[src/rtl/srsp_pkg.sv]
package srsp_pkg;

  localparam int VW = 33;   // vector component, signed
  localparam int UW = 28;   // unit vector component, signed
  localparam int KW = 38;   // projection along the ray, signed
  localparam int CFG_AW = 3;

  localparam logic [CFG_AW-1:0] REG_CENTER_X = 3'd0;
  localparam logic [CFG_AW-1:0] REG_CENTER_Y = 3'd1;
  localparam logic [CFG_AW-1:0] REG_CENTER_Z = 3'd2;
  localparam logic [CFG_AW-1:0] REG_RADIUS   = 3'd3;
  localparam logic [CFG_AW-1:0] REG_EPS      = 3'd4;

  localparam logic [30:0] RADIUS_RESET = 31'd65536;
  localparam logic [30:0] EPS_RESET    = 31'd66;

  typedef enum logic [1:0] {
    KIND_RAY    = 2'd0,
    KIND_SEG    = 2'd1,
    KIND_POINT  = 2'd2,
    KIND_SPHERE = 2'd3
  } kind_t;

  typedef struct packed {
    logic [1:0]         kind;
    logic signed [31:0] first_x;
    logic signed [31:0] first_y;
    logic signed [31:0] first_z;
    logic signed [31:0] second_x;
    logic signed [31:0] second_y;
    logic signed [31:0] second_z;
    logic [30:0]        other_radius;
  } in_t;

  typedef struct packed {
    logic               hit;
    logic signed [31:0] near_t;
    logic signed [31:0] far_t;
  } out_t;

  // queue entry: classified request
  typedef struct packed {
    kind_t              kind;
    logic [2:0][VW-1:0] oc;
    logic [2:0]         dneg;
    logic [2:0][VW-1:0] dmag;
    logic               sh;
    logic [31:0]        lim;
  } fr_t;

  // state carried down the back pipeline
  typedef struct packed {
    kind_t              kind;
    logic [2:0][VW-1:0] oc;
    logic [2:0]         dneg;
    logic [2:0][VW-1:0] dmag;
    logic               sh;
    logic [VW-1:0]      len;
    logic [2:0][UW-1:0] u;
    logic [KW-1:0]      k;
    logic               simple_hit;
    logic               over;
    logic               miss;
    logic               tangent;
  } bk_t;

  function automatic logic [VW-1:0] mag_v(input logic [VW-1:0] v);
    return v[VW-1] ? VW'(-v) : v;
  endfunction

endpackage

[src/rtl/srsp_front.sv]
module srsp_front (
  input  srsp_pkg::in_t       req,
  input  logic signed [31:0]  center_x,
  input  logic signed [31:0]  center_y,
  input  logic signed [31:0]  center_z,
  input  logic [30:0]         radius,
  output srsp_pkg::fr_t       ent
);
  import srsp_pkg::*;

  logic signed [VW-1:0] a [3];
  logic signed [VW-1:0] b [3];
  logic signed [VW-1:0] c [3];
  logic signed [VW-1:0] oc [3];
  logic signed [VW-1:0] dv [3];
  kind_t                kind;
  logic                 big;

  always_comb begin
    kind = kind_t'(req.kind);
    a[0] = VW'(req.first_x);
    a[1] = VW'(req.first_y);
    a[2] = VW'(req.first_z);
    b[0] = VW'(req.second_x);
    b[1] = VW'(req.second_y);
    b[2] = VW'(req.second_z);
    c[0] = VW'(center_x);
    c[1] = VW'(center_y);
    c[2] = VW'(center_z);
    big  = 1'b0;
    for (int i = 0; i < 3; i++) begin
      oc[i] = a[i] - c[i];
      unique case (kind)
        KIND_RAY:    dv[i] = b[i];
        KIND_SEG:    dv[i] = b[i] - a[i];
        KIND_POINT:  dv[i] = oc[i];
        KIND_SPHERE: dv[i] = b[i] - c[i];
        default:     dv[i] = b[i];
      endcase
      ent.oc[i]   = oc[i];
      ent.dneg[i] = dv[i][VW-1];
      ent.dmag[i] = mag_v(dv[i]);
      if (ent.dmag[i] > {2'b01, 31'd0}) big = 1'b1;
    end
    ent.kind = kind;
    // halve the components when one would overflow its square (not for sphere requests)
    ent.sh   = big && (kind != KIND_SPHERE);
    ent.lim  = (kind == KIND_SPHERE) ? ({1'b0, radius} + {1'b0, req.other_radius})
                                     : {1'b0, radius};
  end

endmodule

[config.mk]
export PLATFORM = sky130hd
export DESIGN_NAME = srsp_front
export DESIGN_NICKNAME = d
export VERILOG_FILES = /design/src/rtl/srsp_pkg.sv /design/src/rtl/srsp_front.sv
export SDC_FILE = /design/constraint.sdc
export NUM_CORES = 1
export LEC_CHECK = 0
export BUFFER_PORTS_ARGS = -buffer_cell sky130_fd_sc_hd__buf_4
export CORE_AREA = 2 2 227 229
export DETAILED_ROUTE_END_ITERATION = 8
export DIE_AREA = 0 0 229 231
export MAX_ROUTING_LAYER = met4
export PLACE_DENSITY_LB_ADDON = 0.05
export SYNTH_ARGS = -nofsm -noshare
export SYNTH_HDL_FRONTEND = slang
export SYNTH_SLANG_ARGS = --single-unit
[constraint.sdc]
create_clock -name vclk -period 33.3
set_input_delay 6.66 -clock vclk [all_inputs]
set_output_delay 6.66 -clock vclk [all_outputs]
set_load 0.1 [all_outputs]
==> flow_metrics.py <==
metrics = {
    "outcome": {
        "outcome": "completed",
    },
    "timing": {
        "period_share_pct": 66.1,
        "drv_slew": 0,
        "maxClockFrequency_mhz": 45.5,
        "final.min_clock_period_ps": 22000,
        "worst-slew-pin-transition_ps": 1040,
        "slew_headroom_pct": 30.6,
        "setup_ws_ps": 11300,
        "finalHoldViolations": 0,
        "rsz_0062_raised_after_global_routing": "false",
        "setup_violations": 0,
        "fin_setup_tns_ps": 0,
    },
    "yosys": {
        "seq_area_frac_synth_pct": 0,
        "synthCells": 2747,
        "netlist-cell-type-count": 108,
        "synthesis.nets": 3332,
        "synthDominantCellAreaShare_pct": 15.2,
        "netlist.top_cell.by_area": "sky130_fd_sc_hd__ha_1",
        "yosysWarningCount": 0,
        "synth_xor_area_share_pct": 11.5,
        "syn-cell-area_mm2": 0.0186,
        "syn_area_per_cell_um2": 6.78,
        "synthAdderAreaFrac_pct": 15.9,
        "post_synth_and_or_nand_nor_area_fraction_pct": 24.2,
        "synth_compound_gate_area_share_pct": 34.0,
        "synth_top_family_by_area": "compound AO/OA/AOI/OAI gates",
        "synthMuxAreaShare_pct": 7.79,
        "synth.area.top_cells": "sky130_fd_sc_hd__ha_1, sky130_fd_sc_hd__mux2i_1, sky130_fd_sc_hd__xnor2_1, sky130_fd_sc_hd__a21oi_1, sky130_fd_sc_hd__o21ai_0",
    },
    "layout": {
        "drive_gt1_share_pct": 21.1,
        "layout.nets": 3819,
        "final.clkbuf_count": 0,
        "fillerInstances": 5374,
        "seq_cells": 0,
        "final-seq-area_um2": 0,
        "area_of_combinational_cells_with_multiple_inputs_mm2": 0.0174,
        "utilization_pct": 46.3,
        "fin_cells": 3923,
        "layout.cells.most_common": "sky130_fd_sc_hd__buf_4",
        "layout_common_cells": "sky130_fd_sc_hd__buf_4, sky130_fd_sc_hd__nand2_1, sky130_fd_sc_hd__a21oi_1",
        "area_growth_syn_to_layout_pct": 26.1,
    },
    "setup_path": {
        "cp-start-kind": "input port",
        "ws_path_type": "in2out",
        "critPathArrivalTime_ps": 15340,
        "worst_setup_path_end_kind": "output port",
        "timing.critical_path.fanout_max": 60,
        "worstPathRequired_ps": 26640,
    },
    "floorplanning": {
        "dieWidth_um": 229,
        "die_height_um": 231,
        "floorplan.initialDensity_pct": 36.7,
        "std_cell_rows": 83,
        "core_mm2": 0.0507,
        "die-area_mm2": 0.0529,
        "i_o_pin_total": 588,
    },
    "worst_hold_path": {
        "min_path_type": "in2out",
        "holdPathEnd": "ent[24]",
        "hold_start": "radius[24]",
        "whs_path_depth": 4,
    },
    "cts": {
        "cts_hold_buf": 0,
        "ctsResizeCount": 0,
        "post_cts_buffers": 0,
    },
    "global_route": {
        "first_global_vias": 21700,
        "grt_start_max_net_pins": 63,
        "globalRouteTotalUtil_pct": 30.8,
        "initial_antenna_violation_count": 10,
        "overflow": 0,
        "wire_length_of_the_first_global_routing_pass_mm": 127,
    },
    "power_and_ir_drop": {
        "total_power_mw": 1.20,
        "power.density_mw_per_mm2": 51.3,
        "worst_vdd_ir_v": 0.0000414,
        "p_leak_nw": 11.5,
    },
    "routing": {
        "drtAntennaViolNets": 0,
        "wire_length_the_detailed_router_placed_on_met1_mm": 37.2,
        "post_detailed_route_wirelength_per_cell_um": 21.7,
        "route.detailed.drc": 0,
        "detail_route.vias_per_cell": 5.91,
        "drt-total-wl_mm": 85.3,
        "detail_route.iter0.violations": 1648,
        "num_vias": 23200,
        "top_layer_used": "met4",
        "met2RoutedLength_mm": 40.9,
        "met3_wirelength_mm": 5.19,
        "drt-pass1-iter-count": 6,
    },
    "place": {
        "detailedPlacementHpwl_mm": 72.7,
        "finalWeightedCongestion": 0.996,
        "dp_worst_setup_slack_ps": 11550,
        "dp_cell_count": 3912,
        "port_buffers": 588,
    },
    "job": {
        "cap_violations": 0,
    },
}
## synth_stat cells, types with 14 or more instances
| cell type | count |
|---|---|
| sky130_fd_sc_hd__buf_1 | 17 |
| sky130_fd_sc_hd__a31oi_1 | 35 |
| sky130_fd_sc_hd__or3_1 | 34 |
| sky130_fd_sc_hd__o21a_1 | 37 |
| sky130_fd_sc_hd__o31a_1 | 16 |
| sky130_fd_sc_hd__nand3_1 | 79 |
| sky130_fd_sc_hd__and2_1 | 28 |
| sky130_fd_sc_hd__xor2_1 | 106 |
| sky130_fd_sc_hd__o21bai_1 | 14 |
| sky130_fd_sc_hd__nor4_1 | 30 |
| sky130_fd_sc_hd__clkbuf_1 | 64 |
| sky130_fd_sc_hd__o211ai_1 | 34 |
| sky130_fd_sc_hd__a211oi_1 | 34 |
| sky130_fd_sc_hd__mux2_2 | 14 |
| sky130_fd_sc_hd__inv_1 | 171 |
| sky130_fd_sc_hd__a221oi_1 | 14 |
| sky130_fd_sc_hd__ha_1 | 226 |
| sky130_fd_sc_hd__a21oi_1 | 238 |
| sky130_fd_sc_hd__nand4_1 | 24 |
| sky130_fd_sc_hd__nand2b_1 | 35 |
| sky130_fd_sc_hd__and3_1 | 39 |
| sky130_fd_sc_hd__mux2i_1 | 128 |
| sky130_fd_sc_hd__buf_2 | 16 |
| sky130_fd_sc_hd__xnor2_1 | 139 |
| sky130_fd_sc_hd__o31ai_1 | 23 |
| sky130_fd_sc_hd__nor2b_1 | 31 |
| sky130_fd_sc_hd__or2_2 | 19 |
| sky130_fd_sc_hd__nor2_1 | 185 |
| sky130_fd_sc_hd__a21o_1 | 100 |
| sky130_fd_sc_hd__nor3_1 | 70 |
| sky130_fd_sc_hd__o21ai_0 | 190 |
| sky130_fd_sc_hd__nand2_1 | 242 |
## final cells by class
class | count | area share (%)
tap | 680 | 3.63
timing repair buffer | 602 | 19.3
multi-input combinational | 2456 | 74.2
antenna | 11 | 0.117
inverter | 174 | 2.78
## critical path, stage by stage
cell and delay, ps:
sky130_fd_sc_hd__buf_4 300, sky130_fd_sc_hd__nand2_4 650, sky130_fd_sc_hd__buf_4 730, sky130_fd_sc_hd__buf_4 780, sky130_fd_sc_hd__mux2i_1 260, sky130_fd_sc_hd__fa_1 460, sky130_fd_sc_hd__a21o_1 220, sky130_fd_sc_hd__a221o_1 330
sky130_fd_sc_hd__o311a_1 340, sky130_fd_sc_hd__o211ai_1 430, sky130_fd_sc_hd__and3_1 280, sky130_fd_sc_hd__o31ai_1 120, sky130_fd_sc_hd__a41oi_1 330, sky130_fd_sc_hd__a21oi_1 270, sky130_fd_sc_hd__and2_1 390, sky130_fd_sc_hd__inv_1 580
sky130_fd_sc_hd__o21ai_0 240, sky130_fd_sc_hd__xnor2_1 190, sky130_fd_sc_hd__or4_1 550, sky130_fd_sc_hd__a2111oi_0 430, sky130_fd_sc_hd__a41o_1 240, sky130_fd_sc_hd__a41oi_1 120, sky130_fd_sc_hd__buf_4 290
## metal layers
layer / vias to the layer above / global-route usage, %
li1: 11300 / -
met1: 11000 / 38.9
met2: 865 / 53.1
met3: 101 / 3.13
met4: 0 / 6.39
met5: - / -
## worst max-delay path by stage
stage / start / endpoint / slack (ps) / cells past startpoint
after CTS: req[224] / ent[32] / 11520 / 23
after global placement: req[224] / ent[32] / 11750 / 23
final: req[224] / ent[32] / 11300 / 23
after floorplan: req[223] / ent[32] / 8680 / 31
after global routing: req[224] / ent[32] / 10840 / 23
after detailed placement: req[224] / ent[32] / 11550 / 23
## power by group
part	switching, mW	total [mW]	internal [mW]	leakage (nW)
combinational	0.908	1.20	0.297	11.5
sequential	0	0	0	0
clock	0	0.0000000445	0.0000000444	0.0000697
total	0.908	1.20	0.297	11.5
## metrics by stage
step,hold WS [ps],cell area (um^2)
floorplan,13530,18600
global placement,13770,23400
detailed placement,13770,23400
CTS,13770,23400
global route,13790,23500
finish,13770,23500
## kinds of logic after synthesis
logic type      Yosys count
compound gates          942
xor+xnor                245
fa+ha+maj               233
buf+inv                 291
mux                     143
simple gates            893
Note: power is estimated with default switching activity, not from simulation.
