<file path="src/rtl/srsp_pkg.sv">
package srsp_pkg;

  localparam int VW = 33;   // vector component, signed
  localparam int UW = 28;   // unit vector component, signed
  localparam int KW = 38;   // projection along the ray, signed
  localparam int CFG_AW = 3;

  localparam logic [CFG_AW-1:0] REG_CENTER_X = 3'd0;
  localparam logic [CFG_AW-1:0] REG_CENTER_Y = 3'd1;
  localparam logic [CFG_AW-1:0] REG_CENTER_Z = 3'd2;
  localparam logic [CFG_AW-1:0] REG_RADIUS   = 3'd3;
  localparam logic [CFG_AW-1:0] REG_EPS      = 3'd4;

  localparam logic [30:0] RADIUS_RESET = 31'd65536;
  localparam logic [30:0] EPS_RESET    = 31'd66;

  typedef enum logic [1:0] {
    KIND_RAY    = 2'd0,
    KIND_SEG    = 2'd1,
    KIND_POINT  = 2'd2,
    KIND_SPHERE = 2'd3
  } kind_t;

  typedef struct packed {
    logic [1:0]         kind;
    logic signed [31:0] first_x;
    logic signed [31:0] first_y;
    logic signed [31:0] first_z;
    logic signed [31:0] second_x;
    logic signed [31:0] second_y;
    logic signed [31:0] second_z;
    logic [30:0]        other_radius;
  } in_t;

  typedef struct packed {
    logic               hit;
    logic signed [31:0] near_t;
    logic signed [31:0] far_t;
  } out_t;

  // queue entry: classified request
  typedef struct packed {
    kind_t              kind;
    logic [2:0][VW-1:0] oc;
    logic [2:0]         dneg;
    logic [2:0][VW-1:0] dmag;
    logic               sh;
    logic [31:0]        lim;
  } fr_t;

  // state carried down the back pipeline
  typedef struct packed {
    kind_t              kind;
    logic [2:0][VW-1:0] oc;
    logic [2:0]         dneg;
    logic [2:0][VW-1:0] dmag;
    logic               sh;
    logic [VW-1:0]      len;
    logic [2:0][UW-1:0] u;
    logic [KW-1:0]      k;
    logic               simple_hit;
    logic               over;
    logic               miss;
    logic               tangent;
  } bk_t;

  function automatic logic [VW-1:0] mag_v(input logic [VW-1:0] v);
    return v[VW-1] ? VW'(-v) : v;
  endfunction

endpackage

</file>
<file path="src/rtl/srsp_queue.sv">
module srsp_queue (
  input  logic          clk,
  input  logic          rst,
  input  logic          push,
  input  srsp_pkg::fr_t wdata,
  output logic          full,
  input  logic          pop,
  output logic          nonempty,
  output srsp_pkg::fr_t rdata
);
  import srsp_pkg::*;

  localparam int DEPTH = 4;
  localparam int AW = $clog2(DEPTH);

  fr_t           ent [DEPTH];
  logic [AW-1:0] wr_ptr;
  logic [AW-1:0] rd_ptr;
  logic [AW:0]   count;
  logic          do_push;
  logic          do_pop;

  assign full     = (count == (AW+1)'(DEPTH));
  assign nonempty = (count != '0);
  assign do_push  = push && !full;
  assign do_pop   = pop && nonempty;
  assign rdata    = ent[rd_ptr];

  always_ff @(posedge clk) begin
    if (do_push) ent[wr_ptr] <= wdata;
  end

  always_ff @(posedge clk) begin
    if (rst) begin
      wr_ptr <= '0;
      rd_ptr <= '0;
      count  <= '0;
    end else begin
      if (do_push) wr_ptr <= wr_ptr + 1'b1;
      if (do_pop)  rd_ptr <= rd_ptr + 1'b1;
      count <= count + (AW+1)'(do_push) - (AW+1)'(do_pop);
    end
  end

endmodule

</file>
<file path="config.mk">
export PLATFORM = sky130hd
export DESIGN_NAME = srsp_queue
export DESIGN_NICKNAME = d
export VERILOG_FILES = /design/src/rtl/srsp_pkg.sv /design/src/rtl/srsp_queue.sv
export SDC_FILE = /design/constraint.sdc
export NUM_CORES = 1
export LEC_CHECK = 0
export BUFFER_PORTS_ARGS = -buffer_cell sky130_fd_sc_hd__buf_2
export CAP_MARGIN = 10
export CORE_MARGIN = 3
export CORE_UTILIZATION = 55
export DETAILED_ROUTE_END_ITERATION = 7
export GPL_ROUTABILITY_DRIVEN = 1
export HOLD_SLACK_MARGIN = 0.12
export PLACE_DENSITY = 0.84
export SYNTH_ARGS = -nofsm -noshare
export SYNTH_HDL_FRONTEND = slang
export SYNTH_SLANG_ARGS = --single-unit
</file>
<file path="constraint.sdc">
create_clock -name clk -period 8.8 [get_ports clk]
set_clock_uncertainty 0.2 [all_clocks]
set_input_delay 1.32 -clock clk [delete_from_list [all_inputs] [get_ports clk]]
set_output_delay 1.32 -clock clk [all_outputs]
set_load 0.005 [all_outputs]
</file>
==> impl_metrics.yaml, run 1 <==
drt:
  via_count: 15900
  drtIter0Drc: 1622
  wire_per_inst_um: 26.1
  firstDrtPassIters: 5
  vias_per_cell: 5.79
  drc: 0
  ant_nets: 0
  routed_wl_mm: 71.7
worst_hold_path:
  hold_path.class: "flip-flop to flip-flop"
  whs_endpoint: "wr_ptr[1]"
  min_from: "wr_ptr[1]"
  hold_depth: 2
synthesis:
  ys_types: 25
  synth_cells: 1281
  ys_ff_latch: 953
  synth.avg_cell_area_um2: 26.9
  ys_warn_count: 0
  ys_seq_area_share_pct: 82.9
  netlist_area_um2: 34400
  synthesis.nets: 1528
timing:
  rsz0062_at_grt: "false"
  worst_slew_pin_slew_ns: 1.19
  hold_viol: 0
  period_share_pct: 53.4
  fin_tns_setup_ns: 0
  slew_headroom_pct: 20.5
  setup_viol: 0
  layout_setup_ws_ns: 4.10
  drv_slew: 0
  post-route-min-period_ns: 4.70
  fmax_mhz: 213
  worst_hold_slack_ns: 0.347
setup_path:
  arrival_ns: 3.18
  worst_ep_required_time_ns: 7.28
  crit_path_end_kind: "primary output"
  r2r-start: "count[1]"
  crit_fanout: 69
  critPathKind: "flip-flop to primary output"
  regToRegEndpoint: "ent[3][129]"
  ff2ff_setup_slack_ns: 5.49
  reg2reg_depth: 4
  start_kind: "flip-flop"
clock_network:
  cts.sinks: 953
  hold_buffers: 0
  clk_latency_ns: 0.64
  cts_tree: "built"
  h-tree-depth: 3
  clk_pin_slew_ns: 0.06
  cts_resized: 0
  root_buffer: "clkbuf_16"
  cts_max_path_buffers: 3
  numCtsBuffers: 92
  cts_setup_buffers: 0
layout:
  nets: 2058
  drive_gt1_share_pct: 46.1
  n_fill_cell: 3749
  stdcell_area_um2: 40900
  multi_input_area_um2: 5580
  seq_area_um2: 28500
  synthToLayoutAreaGrowth_pct: 18.7
  finalCoreUtilization_pct: 66.1
  layout.cells.non_filler: 2742
floorplan:
  dieArea_um2: 65600
  die_x_um: 256
  die_y_um: 256
  coreArea_um2: 61800
  start_util_pct: 55.7
  ioPinCount: 478
  num_rows: 91
power_and_ir_drop:
  power_mw: 12.0
  p_leak_nw: 13.6
  ir_drop_v: 0.000353
  p_per_area_nw_per_um2: 294
placement:
  gp_congestion: 0.771
  dp_worst_setup_slack_ns: 4.76
  placedCellCount: 2554
  dpl_cell_area_um2: 37800
  portBuffers: 477
  dp.final_hpwl_mm: 40.6
grt:
  antenna_found_initial: 20
  grt_overflow_total: 0
  grt_usage_pct: 22.1
  grt_pass1_wl_mm: 109
  grt_pass1_vias: 16900
  grt_max_degree: 130
flow_run:
  cap_violations: 0
status:
  status: "complete, no violations"
==> synthesized netlist by cell type (all sizes together) <==
library cell | n | area share (%)
o31a | 1 | 0.025
a21oi | 1 | 0.015
edfxtp | 944 | 82
or3 | 2 | 0.036
clkbuf | 4 | 0.044
nand2b | 2 | 0.036
ha | 6 | 0.22
xnor2 | 1 | 0.025
o21ai | 1 | 0.015
mux2i | 1 | 0.029
nor2 | 6 | 0.065
nor3b | 1 | 0.022
nor3 | 1 | 0.015
and2 | 5 | 0.091
nor2b | 1 | 0.018
xor2 | 2 | 0.051
inv | 6 | 0.065
o311ai | 1 | 0.025
fa | 1 | 0.058
dfxtp | 9 | 0.52
buf | 49 | 0.85
mux4 | 236 | 15
==> critical path, stage by stage, from the launching register on <==
cell and delay [ns]:
dfxtp_4 1.02, buf_4 0.77, mux4_2 0.45, buf_2 0.15
==> logic make-up after synthesis <==
logic type,count (synthesis),share of synthesized area [%]
AO/OA/AOI/OAI,4,0.0799
XOR/XNOR,3,0.0763
adder cells (fa/ha/maj),7,0.276
buffers and inverters,59,0.959
flip-flops,953,82.9
multiplexers,237,15.5
AND/OR/NAND/NOR,18,0.283
==> where the power goes <==
group          total [mW]  internal [mW]  switching (mW)  leakage, nW
Clock                3.92           2.27            1.66         1.48
Sequential           5.68           5.51           0.170         8.72
Combinational        2.41           1.18            1.23         3.35
Total                12.0           8.96            3.06         13.6
==> flip-flops by register name, summed over array words and instances (netlist names), named ones only <==
name / count
count: 3
ent: 944
rd_ptr: 2
wr_ptr: 2
==> cell type report <==
class                   instances  area share (%)
flip-flops and latches        953            69.8
inverters                       6          0.0551
multi-input cells             269            13.7
diodes                         15          0.0918
clock inverters                58            1.46
well taps                     837            2.56
clock buffers                 115            6.10
repair buffers                489            6.27
==> layout by cell type (no fill, tap or decap) <==
master	Yosys	layout
clkbuf_8	0	4
nor3b_1	1	1
o21ai_0	1	1
or3_1	2	2
inv_1	6	6
dfxtp_4	0	2
dfxtp_1	9	7
mux4_2	236	236
clkbuf_1	4	16
clkinv_16	0	3
a21oi_1	1	1
nor2_1	6	6
edfxtp_1	944	944
mux2i_1	1	1
o311ai_0	1	1
xnor2_1	1	1
clkinv_8	0	2
clkinv_1	0	16
nor2b_1	1	1
clkinv_4	0	2
bufinv_16	0	8
clkbuf_16	0	95
ha_1	6	6
and2_1	5	1
clkinv_2	0	18
buf_4	10	5
o31a_1	1	1
buf_12	0	7
xor2_1	2	2
buf_2	27	477
nand2b_1	2	2
diode_2	0	15
clkinvlp_4	0	9
nor3_1	1	1
and2_4	0	4
fa_1	1	1
==> worst max path at each step <==
stage / slack [ns] / end / start / cells after the start
floorplan: 0.96 / ent[0][0] / push / 3
CTS: 4.08 / rdata[113] / flip-flop / 3
global placement: 4.78 / rdata[235] / flip-flop / 3
global route: 3.98 / rdata[113] / flip-flop / 3
finish: 4.10 / rdata[113] / flip-flop / 3
detailed placement: 4.76 / rdata[116] / flip-flop / 3
==> metal layers <==
layer / share of wire (%) / vias up / GRT usage [%]
li1: - / 6656 / -
met1: 36 / 8348 / 28.2
met2: 53 / 748 / 37.9
met3: 8.6 / 113 / 5.71
met4: 2.4 / 18 / 7.05
met5: 0.16 / - / 0
(Power assumes the default switching activity.)
==> run 2: changes to the inputs <==
ABC_AREA = 1   (was default)
clock period = 4.85 ns   (was 8.8 ns; I/O delays follow)
==> run 2 against run 1 <==
The flow now finishes with violations (slew limit); critical path depth grew 2; utilization grew 3.4 points; non-clock buffer count grew 259; die area grew 2.0%; critical path type unchanged; critical endpoint is now rdata[150]; largest power group unchanged; highest routed layer unchanged.
==> impl_metrics.yaml, run 2 <==
timing:
  fmax_mhz: 246
  worst_slew_pin_slew_ns: 1.56
  post-route-min-period_ns: 4.07
  hold_viol: 0
  setup_viol: 0
  rsz0062_at_grt: "false"
  slew_headroom_pct: -3.84
  drv_slew: 61
  fin_tns_setup_ns: 0
  period_share_pct: 83.9
clock_network:
  numCtsBuffers: 94
  cts_setup_buffers: 0
  h-tree-depth: 3
  clk_latency_ns: 0.63
  cts_resized: 0
  cts.sinks: 953
  cts_max_path_buffers: 3
  hold_buffers: 237
  root_buffer: "clkbuf_16"
  cts_tree: "built"
  clk_pin_slew_ns: 0.06
synthesis:
  synth_common_cells: "944 x edfxtp_1, 485 x nor2_1, 473 x o21ai_0"
  ys_seq_area_share_pct: 81.2
  yosysTopAreaCellShare_pct: 80.7
  yosys.area.top_type: "edfxtp_1"
  synthesis.nets: 2595
  synth_edf_count: 944
  ys_types: 17
  synth_most_common_cell: "edfxtp_1"
  netlist_area_um2: 35100
  ys_warn_count: 0
  synthArstFlopShare_pct: 0
  synth.avg_cell_area_um2: 15.0
  netlist_top_cells_area: "edfxtp_1 81%, o21ai_0 6.7%, nor2_1 5.2%, o22ai_1 4.2%, clkbuf_1 1.1%"
  synthFlopType: "edfxtp_1"
  synth_cells: 2348
  ys_ff_latch: 953
placement:
  portBuffers: 477
  dpl_cell_area_um2: 38400
  dp.final_hpwl_mm: 47.4
  placedCellCount: 3549
  gp_congestion: 0.791
setup_path:
  crit_fanout: 154
  arrival_ns: 3.14
  start_kind: "flip-flop"
  worst_ep_required_time_ns: 3.92
  r2r-start: "count[1]"
  critPathKind: "flip-flop to primary output"
  crit_path_end_kind: "primary output"
  regToRegEndpoint: "ent[2][127]"
  ff2ff_setup_slack_ns: 2.10
  endpoint: "rdata[150]"
  reg2reg_depth: 5
floorplan:
  die_y_um: 259
  start_util_pct: 55.7
  coreArea_um2: 63100
  num_rows: 92
  die_x_um: 259
  ioPinCount: 478
  dieArea_um2: 66900
grt:
  grt_pass1_vias: 24400
  grt_max_degree: 237
  grt_overflow_total: 0
  grt_usage_pct: 28.0
  antenna_found_initial: 11
  grt_pass1_wl_mm: 143
layout:
  drive_gt1_share_pct: 21.0
  nets: 3283
  final_cell_mix: "944 x edfxtp_1, 481 x nor2_1, 477 x buf_2"
  final_common_cell: "edfxtp_1"
  multi_input_area_um2: 5900
  n_fill_cell: 3700
  finalCoreUtilization_pct: 69.6
  top_regs: "ent (944), count (3)"
  stdcell_area_um2: 43900
  top_register: "ent"
  synthToLayoutAreaGrowth_pct: 25.0
  layout.cells.non_filler: 3971
  largest_reg_flops: 944
  seq_area_um2: 28500
drt:
  routed_wl_mm: 95.6
  drc: 0
  firstDrtPassIters: 5
  drtIter0Drc: 3015
  vias_per_cell: 6.10
  via_count: 24200
  wire_per_inst_um: 24.1
  ant_nets: 0
power_and_ir_drop:
  ir_drop_v: 0.000407
  power_mw: 22.4
  p_per_area_nw_per_um2: 509
  p_leak_nw: 15.4
status:
  status: "complete, but fails checks"
  violations: "slew limit"
flow_run:
  cap_violations: 0
worst_hold_path:
  hold_path.class: "input pin to flip-flop"
==> run 2: changes by cell type in the layout (fill, tap and decap cells not counted), sizes merged, moves of 5 or more <==
| cell | previous run | this run |
|---|---|---|
| and2 | 5 | 0 |
| buf | 489 | 511 |
| clkinvlp | 9 | 3 |
| dlygate4sd3 | 0 | 237 |
| inv | 6 | 22 |
| mux4 | 236 | 0 |
| nand2 | 0 | 12 |
| nor2 | 6 | 485 |
| o21ai | 1 | 473 |
| o22ai | 0 | 236 |
==> run 2: through the flow <==
step / setup slack (ns) / hold WS [ns]
final: 0.779 / 0.211
after CTS: 0.844 / 0.160
after detailed placement: 1.56 / 0.300
after floorplan: -0.0974 / 0.248
after global placement: 1.74 / 0.262
after global routing: 0.646 / 0.199
==> run 2: per-layer routing <==
layer | routed length, µm | global-route usage [%] | vias to the layer above
li1 | - | - | 10300
met1 | 32400 | 33.4 | 11900
met2 | 49900 | 48.5 | 1710
met3 | 8720 | 6.05 | 315
met4 | 4620 | 13.4 | 4
met5 | 19 | 0 | -
==> run 2: worst min path at each step <==
stage / start / to / slack, ns / depth (start not counted)
after CTS: pop / rd_ptr[0] / 0.16 / 3
after detailed placement: rd_ptr[1] / flip-flop / 0.30 / 2
final: pop / rd_ptr[0] / 0.21 / 3
after floorplan: rd_ptr[0] / flip-flop / 0.25 / 2
after global placement: rd_ptr[0] / rd_ptr[0] / 0.26 / 2
after global routing: pop / rd_ptr[0] / 0.20 / 3
==> run 2: worst max-delay path, cell delays in order, from the launching register on <==
cell	delay, ns
dfxtp_4	0.52
inv_8	0.70
buf_4	0.48
o21ai_0	0.20
o22ai_1	0.21
buf_2	0.17
==> run 2: final cells by class <==
type                            count  share of cell area (%)
Inverter                           17                   0.174
Clock buffer                      116                    5.69
Antenna cell                       14                  0.0798
Sequential cell                   953                    65.0
Timing Repair Buffer              748                    11.9
Clock inverter                     55                    1.23
Tap cell                          846                    2.41
Multi-Input combinational cell   1222                    13.4
==> run 2: cell families after synthesis <==
family | after synthesis | synth area share, %
and+or+nand+nor | 500 | 5.35
adders and majority gates | 7 | 0.271
AOI/OAI and AO/OA | 715 | 11.0
buffers and inverters | 173 | 2.10
DFF | 953 | 81.2
==> run 2: report_power, final <==
part | internal, mW | switching (mW)
Sequential | 10.0 | 0.277
Clock | 4.11 | 3.12
Combinational | 1.60 | 3.22
Total | 15.7 | 6.62
==> run 3: changes to the inputs <==
ABC_AREA = 0   (was 1)
CORE_UTILIZATION = 51   (was 55)
PLACE_DENSITY = 0.82   (was 0.84)
clock period = 3.48 ns   (was 4.85 ns; I/O delays follow)
==> run 3 against run 2 <==
The run now ends clean; highest routed layer unchanged; critical endpoint is now rdata[58]; sequential share of layout area is 0.20 points higher; worst hold slack better by 0.13 ns; clock power is 33% higher; cell count is 23% lower; largest power group unchanged.
==> impl_metrics.yaml, run 3 (same netlist as run 1, synthesis figures left out) <==
status:
  status: "complete, no violations"
setup_path:
  slowest_delay_ns: 0.60
  crit_chain: "buf_12 > buf_4 > mux4_2 > buf_2"
  crit_fanout: 30
  reg2reg_depth: 11
  regToRegEndpoint: "count[2]"
  critPathKind: "flip-flop to primary output"
  crit_slowest_cell: "mux4_2"
  r2r-start: "count[2]"
  arrival_ns: 2.48
  crit_path_end_kind: "primary output"
  start_kind: "flip-flop"
  ff2ff_setup_slack_ns: 0.49
  worst_ep_required_time_ns: 2.76
clock_network:
  h-tree-depth: 3
  cts_setup_buffers: 0
  cts.sinks: 953
  clk_latency_ns: 0.63
  numCtsBuffers: 92
  cts_tree: "built"
  root_buffer: "clkbuf_16"
  cts_max_path_buffers: 3
  clk_pin_slew_ns: 0.06
power_and_ir_drop:
  p_clk_share_pct: 31.1
  p_leak_nw: 14.8
  p_sw_mw: 8.02
  internal_power_mw: 22.8
  seqPwrFrac_pct: 46.3
  ir_drop_v: 0.000508
  p_comb_share_pct: 22.6
  swShare_pct: 26.0
  p_per_area_nw_per_um2: 705
timing:
  slew_headroom_pct: 52.4
  worst_hold_slack_ns: 0.344
  drv_slew: 0
  hold_viol: 0
  fmax_mhz: 312
  rsz0062_at_grt: "false"
  setup_viol: 0
  worst_slew_pin_slew_ns: 0.714
  period_share_pct: 92.1
  post-route-min-period_ns: 3.21
drt:
  drtIter0Drc: 1501
  firstDrtPassIters: 6
  drc: 0
  ant_nets: 0
  routed_wl_mm: 82.5
  vias_per_cell: 5.69
  wire_per_inst_um: 27.1
  via_count: 17300
grt:
  grt_overflow_total: 0
  grt_max_degree: 87
  grt_use_met1_pct: 28.3
  met3_usage_pct: 5.19
  grt-busiest-layer: "met2"
  grt_use_met2_pct: 42.4
  grt_pass1_vias: 19000
  grt_pass1_wl_mm: 123
  antenna_found_initial: 8
  grt_usage_pct: 23.6
layout:
  top_register: "ent"
  drive_gt1_share_pct: 41.7
  final_cell_mix: "944 x edfxtp_1, 477 x buf_2, 239 x dlygate4sd3_1"
  synthToLayoutAreaGrowth_pct: 27.1
  layout.cells.non_filler: 3044
  final_common_cell: "edfxtp_1"
  nets: 2350
  top_regs: "ent (944), count (3)"
  largest_reg_flops: 944
placement:
  placedCellCount: 2634
  dp.final_hpwl_mm: 46.6
  portBuffers: 477
  gp_congestion: 0.772
floorplan:
  num_rows: 94
  die_y_um: 266
  dieArea_um2: 70700
  start_util_pct: 51.9
  coreArea_um2: 66300
  ioPinCount: 478
  die_x_um: 266
worst_hold_path:
  hold_path.class: "flip-flop to flip-flop"
  min_from: "rd_ptr[1]"
  hold_depth: 2
flow_run:
  cap_violations: 0
-- run 3: routing by layer --
| layer | vias up | part of all wire, % |
|---|---|---|
| met3 | 178 | 7.4 |
| met2 | 900 | 54 |
| met4 | 4 | 3.8 |
| met5 | - | 0.033 |
| met1 | 9021 | 35 |
| li1 | 7232 | - |
-- run 3: stage by stage --
stage | worst slack, ns | TNS [ns] | total power, mW | utilization (%) | cell area [µm²]
finish | 0.275 | 0 | 30.8 | 66.0 | 43700
global route | 0.122 | 0 | 31.9 | 65.9 | 43700
CTS | 0.198 | 0 | 30.9 | 65.9 | 43700
detailed placement | 0.689 | 0 | 21.1 | 58.0 | 38500
global placement | 0.763 | 0 | 20.9 | 58.0 | 38500
floorplan | -0.916 | -865.10 | 18.2 | - | 34400
-- run 3: worst max path at each step --
stage | end | slack [ns] | cells past startpoint
after floorplan | ent[0][0] | -0.92 | 3
after global placement | count[2] | 0.76 | 12
after detailed placement | count[2] | 0.69 | 12
after CTS | rdata[9] | 0.20 | 4
after global routing | rdata[58] | 0.12 | 4
final | rdata[58] | 0.27 | 4
-- run 3: cell type report --
class / instances / area [µm²]
sequential: 953 / 28500
fill: 4018 / 22600
timing repair buffer: 781 / 5640
multi-input combinational: 269 / 5580
clock buffer: 107 / 2360
tap: 864 / 1080
clock inverter: 58 / 513
inverter: 6 / 22.5
antenna: 6 / 15.0
-- run 3: power groups by stage --
stage	combinational, mW	clock (mW)	sequential, mW
2_1_floorplan	3.81	0	14.4
3_3_place_gp	6.60	0	14.3
3_5_place_dp	6.70	0	14.4
4_1_cts	6.99	9.70	14.2
5_1_grt	7.41	10.2	14.3
6_report	6.97	9.60	14.3
-- run 3: repair_timing --
action,in CTS,in global routing
endpoints found under the setup margin,0,0
resized for setup,0,0
hold buffers,239,0
hold endpoints to repair,953,0
-- run 3: critical path, delay by kind of cell, from the launching register on --
| family | cells | cell delay, ns |
|---|---|---|
| mux | 1 | 0.60 |
| buf+inv | 3 | 0.84 |
| flops | 1 | 0.40 |
